$ cat config.mk
export PLATFORM = sky130hd
export DESIGN_NAME = afc_prep
export DESIGN_NICKNAME = d
export VERILOG_FILES = /design/src/hdl/afc_pkg.sv /design/src/hdl/afc_prep.sv
export SDC_FILE = /design/constraint.sdc
export NUM_CORES = 1
export LEC_CHECK = 0
export CAP_MARGIN = 30
export CORE_MARGIN = 2
export CORE_UTILIZATION = 34
export DETAILED_ROUTE_END_ITERATION = 8
export DONT_BUFFER_PORTS = 1
export PLACE_DENSITY = 0.51
export SYNTH_ARGS = -nofsm -noshare
export SYNTH_HDL_FRONTEND = slang
export SYNTH_SLANG_ARGS = --single-unit
$ cat constraint.sdc
create_clock -name clock -period 2.9 [get_ports clock]
set_clock_uncertainty 0.1 [all_clocks]
set_input_delay 0.29 -clock clock [delete_from_list [all_inputs] [get_ports clock]]
set_output_delay 0.29 -clock clock [all_outputs]
set_load 0.05 [all_outputs]
$ cat src/hdl/afc_pkg.sv
`timescale 1ns / 1ps

package afc_pkg;

   localparam int COORD_W    = 16;   // Q11.4 corner coordinate
   localparam int C2_W       = 17;   // doubled centre / extent
   localparam int PROD_W     = 34;   // 17 x 17 signed product
   localparam int SUM_W      = 37;   // six products plus headroom
   localparam int PLANE_W    = 64;
   localparam int NUM_PLANES = 6;
   localparam int NUM_AXES   = 3;
   localparam int TAG_W      = 16;
   localparam int CSR_IDX_W  = 3;
   localparam int W_SHIFT    = 15;   // -2w, rescaled by 2^14

   typedef logic signed [C2_W-1:0] coord2_type;

   typedef struct packed {
      coord2_type x;
      coord2_type y;
      coord2_type z;
   } vec2_type;

   // stage enables handed to each plane tester
   typedef struct packed {
      logic mul_en;
      logic sum_en;
   } pipe_en_type;

   typedef enum logic [CSR_IDX_W-1:0] {
      CSR_NEAR_PLANE     = 3'd0,
      CSR_FAR_PLANE      = 3'd1,
      CSR_LEFT_PLANE     = 3'd2,
      CSR_RIGHT_PLANE    = 3'd3,
      CSR_TOP_PLANE      = 3'd4,
      CSR_BOTTOM_PLANE   = 3'd5,
      CSR_TRANSPARENT_EN = 3'd6
   } csr_index_type;

endpackage

$ cat src/hdl/afc_prep.sv
`timescale 1ns / 1ps

// doubled centre and extent per axis
module afc_prep import afc_pkg::*; (
   input  logic                      clock,
   input  logic                      enable,
   input  logic signed [COORD_W-1:0] box_min_x,
   input  logic signed [COORD_W-1:0] box_min_y,
   input  logic signed [COORD_W-1:0] box_min_z,
   input  logic signed [COORD_W-1:0] box_max_x,
   input  logic signed [COORD_W-1:0] box_max_y,
   input  logic signed [COORD_W-1:0] box_max_z,
   output vec2_type                  c2_ff,
   output vec2_type                  e2_ff
);

   vec2_type c2_in;
   vec2_type e2_in;

   always_comb begin
      c2_in.x = C2_W'(box_min_x) + C2_W'(box_max_x);
      c2_in.y = C2_W'(box_min_y) + C2_W'(box_max_y);
      c2_in.z = C2_W'(box_min_z) + C2_W'(box_max_z);
      // inverted boxes give a negative extent, kept as is
      e2_in.x = C2_W'(box_max_x) - C2_W'(box_min_x);
      e2_in.y = C2_W'(box_max_y) - C2_W'(box_min_y);
      e2_in.z = C2_W'(box_max_z) - C2_W'(box_min_z);
   end

   always_ff @(posedge clock) begin
      if (enable) begin
         c2_ff <= c2_in;
         e2_ff <= e2_in;
      end
   end

endmodule

==> out/qor.csv <==
metric,value,unit
fillers,2418,
pin_count,200,
p_leak,3.39,nW
worstSetupStartpointType,input port,
hp-class,in -> reg,
yosys_register_bits,99,
ir_worst_vdd,0.000327,V
finalSetupViolations,0,
htree_levels,3,
holdPathEnd,c2_ff[15],
numCtsBuffers,9,
violations,hold timing,
layout_setup_ws,0.655,ns
syn_inst,811,
core_area,23300,um2
die_y,157,um
max_freq,446,MHz
num_vias,5825,
timing.hold.ws,-0.0314,ns
place.gp.congestion,0.854,
start_util,34.2,%
dpl.hpwl,15100,um
hold_start,enable,
max_slew.worst_pin.slew,0.898,ns
post-route-util,36.4,%
synth_top_family_by_area,compound AO/OA/AOI/OAI gates,
cts_resized,0,
grt_start_max_net_pins,100,
via_per_inst,5.22,
cp-startpoint,box_min_z[0],
first_global_vias,5482,
grt.total_usage,15.5,%
async_reset_ff_share,0,%
io_buffers,0,
rsz0062_at_grt,false,
max-slew-margin-rel,40.2,%
synth.mux.area_fraction,0.126,%
cp.required,2.91,ns
ys_types,81,
drive_gt1_share,6.03,%
min_path_cells,0,
max_cap_viol_count,0,
synth_warnings,0,
grt.overflow.total,0,
status,finished with violations,
synth-compound-area-share,19.1,%
synthSimpleGateAreaFrac,12.9,%
grt.met1_usage,21.4,%
crit_fanout,3,
drc,0,
synth_xor_area_share,7.15,%
drt_iter0_drc,340,
hold_violations,48,
postRouteAntennaNets,0,
cts.clk_slew.worst_paths,0.07,ns
nets,991,
grt_pass1_wl,30100,um
p_per_area,598,nW/um2
critical_path_class,in -> reg,
syn_nets,1011,
fin_cells,1115,
clkSinkCount,99,
drv_slew,0,
synth_flop_cell,edfxtp_1,
synth_area_per_cell,9.82,um2
tritoncts,yes,
dieArea,24700,um2
yosysSeqAreaShare,37.3,%
finalWirelength,19500,um
crit_path_end_kind,register,
grt.met3_usage,4.46,%
die_w,157,um
root_buffer,clkbuf_16,
regArea,2970,um2
antenna_found_initial,0,
detail_route.first_pass.iterations,5,
antenna_cells,0,
cts.path.max_buffers,2,
syn-cell-area,7960,um2
finalPower,0.00507,W
num_rows,56,
use_met2,24.1,%
wl_per_cell,17.5,um
post_cts_buffers,0,
grt_busiest_layer,met2,
cp.arrival,2.25,ns
period_share,77.4,%
fin_tns_setup,0,ns
synth_fa_ha_area_share,16.6,%
place_inst,1099,
multiInputGateArea,4450,um2
synth_edf_count,99,
post-route-min-period,2.24,ns
place_ws,0.296,ns
area_growth,6.43,%
cell usage in the layout, fill, tap and decap left out, types with 3 or more instances in the layout:
master | Yosys | layout
edfxtp_1 | 99 | 99
ha_1 | 96 | 96
inv_1 | 86 | 86
nor2_1 | 73 | 73
a21oi_1 | 71 | 71
xnor2_1 | 55 | 55
nand2_1 | 35 | 35
o21ai_0 | 24 | 24
nor2b_1 | 18 | 18
nand2b_1 | 15 | 15
nor3_1 | 13 | 13
o21bai_1 | 11 | 11
xor2_1 | 10 | 10
nor4_1 | 9 | 9
o21a_1 | 9 | 9
clkbuf_16 | 0 | 9
nand3_1 | 7 | 7
a31oi_1 | 7 | 7
o31ai_1 | 7 | 7
o21ai_1 | 6 | 6
o211ai_1 | 6 | 6
o31a_1 | 6 | 6
a21o_1 | 6 | 6
and3_1 | 6 | 6
fa_1 | 6 | 6
a21boi_0 | 5 | 5
a211oi_1 | 5 | 5
a221oi_1 | 5 | 5
nand4_1 | 5 | 5
o41ai_2 | 4 | 4
a211o_1 | 4 | 4
a311oi_1 | 4 | 4
inv_2 | 4 | 4
buf_4 | 9 | 4
o41ai_1 | 3 | 3
a2111oi_0 | 3 | 3
inv_6 | 0 | 3
synth_stat cells (11+ instances only):
library cell / n / area [um2]
nor2_1: 73 / 274
edfxtp_1: 99 / 2970
buf_2: 12 / 60.1
o21bai_1: 11 / 82.6
nand2_1: 35 / 131
a21oi_1: 71 / 355
xnor2_1: 55 / 482
nand2b_1: 15 / 93.8
ha_1: 96 / 1200
nor3_1: 13 / 65.1
nor2b_1: 18 / 113
o21ai_0: 24 / 120
inv_1: 86 / 323
cells by family after synthesis:
family | Yosys count
simple gates | 205
mux | 1
fa+ha+maj | 102
buf+inv | 126
compound gates | 213
flops | 99
xor+xnor | 65
worst max path at each step:
stage | endpoint | slack (ns)
after detailed placement | c2_ff[14] | 0.30
after global placement | c2_ff[14] | 0.33
after floorplan | c2_ff[14] | 0.59
after global routing | c2_ff[14] | 0.57
final | c2_ff[14] | 0.66
after CTS | c2_ff[14] | 0.68
final cells by class:
class	count	share of cell area (%)
clock buffers	10	2.70
clock inverters	6	0.576
inverters	91	4.03
multi-input cells	586	52.6
flip-flops and latches	99	35.1
well taps	319	4.71
repair buffers	4	0.354
per-layer routing:
metal	up-vias	wire, um
li1	2846	-
met1	2765	8970
met2	202	8860
met3	12	1440
met4	0	205
met5	-	0
worst max-delay path: stages:
cell and delay [ns]:
ha_1 0.24, fa_1 0.41, nor2b_1 0.17, o211ai_2 0.23, a211oi_1 0.16, o41ai_2 0.38, a31oi_1 0.14, a41o_1 0.22
where the power goes:
part	switching, W	leakage, nW	internal [W]	total (W)
combinational	0.000654	2.29	0.000455	0.00111
clock	0.000591	0.138	0.000595	0.00119
sequential	0.000880	0.969	0.00190	0.00278
sequential cells by signal, summed over array words and instances (netlist names):
name,flops
c2_ff,49
e2_ff,50
through the flow:
stage | hold slack, ns | area, um2
6_report | -0.0314 | 8480
5_1_grt | -0.0580 | 8480
4_1_cts | -0.0625 | 8480
3_5_place_dp | 0.311 | 8200
3_3_place_gp | 0.312 | 8200
2_1_floorplan | 0.302 | 7960
(Power assumes the default switching activity.)
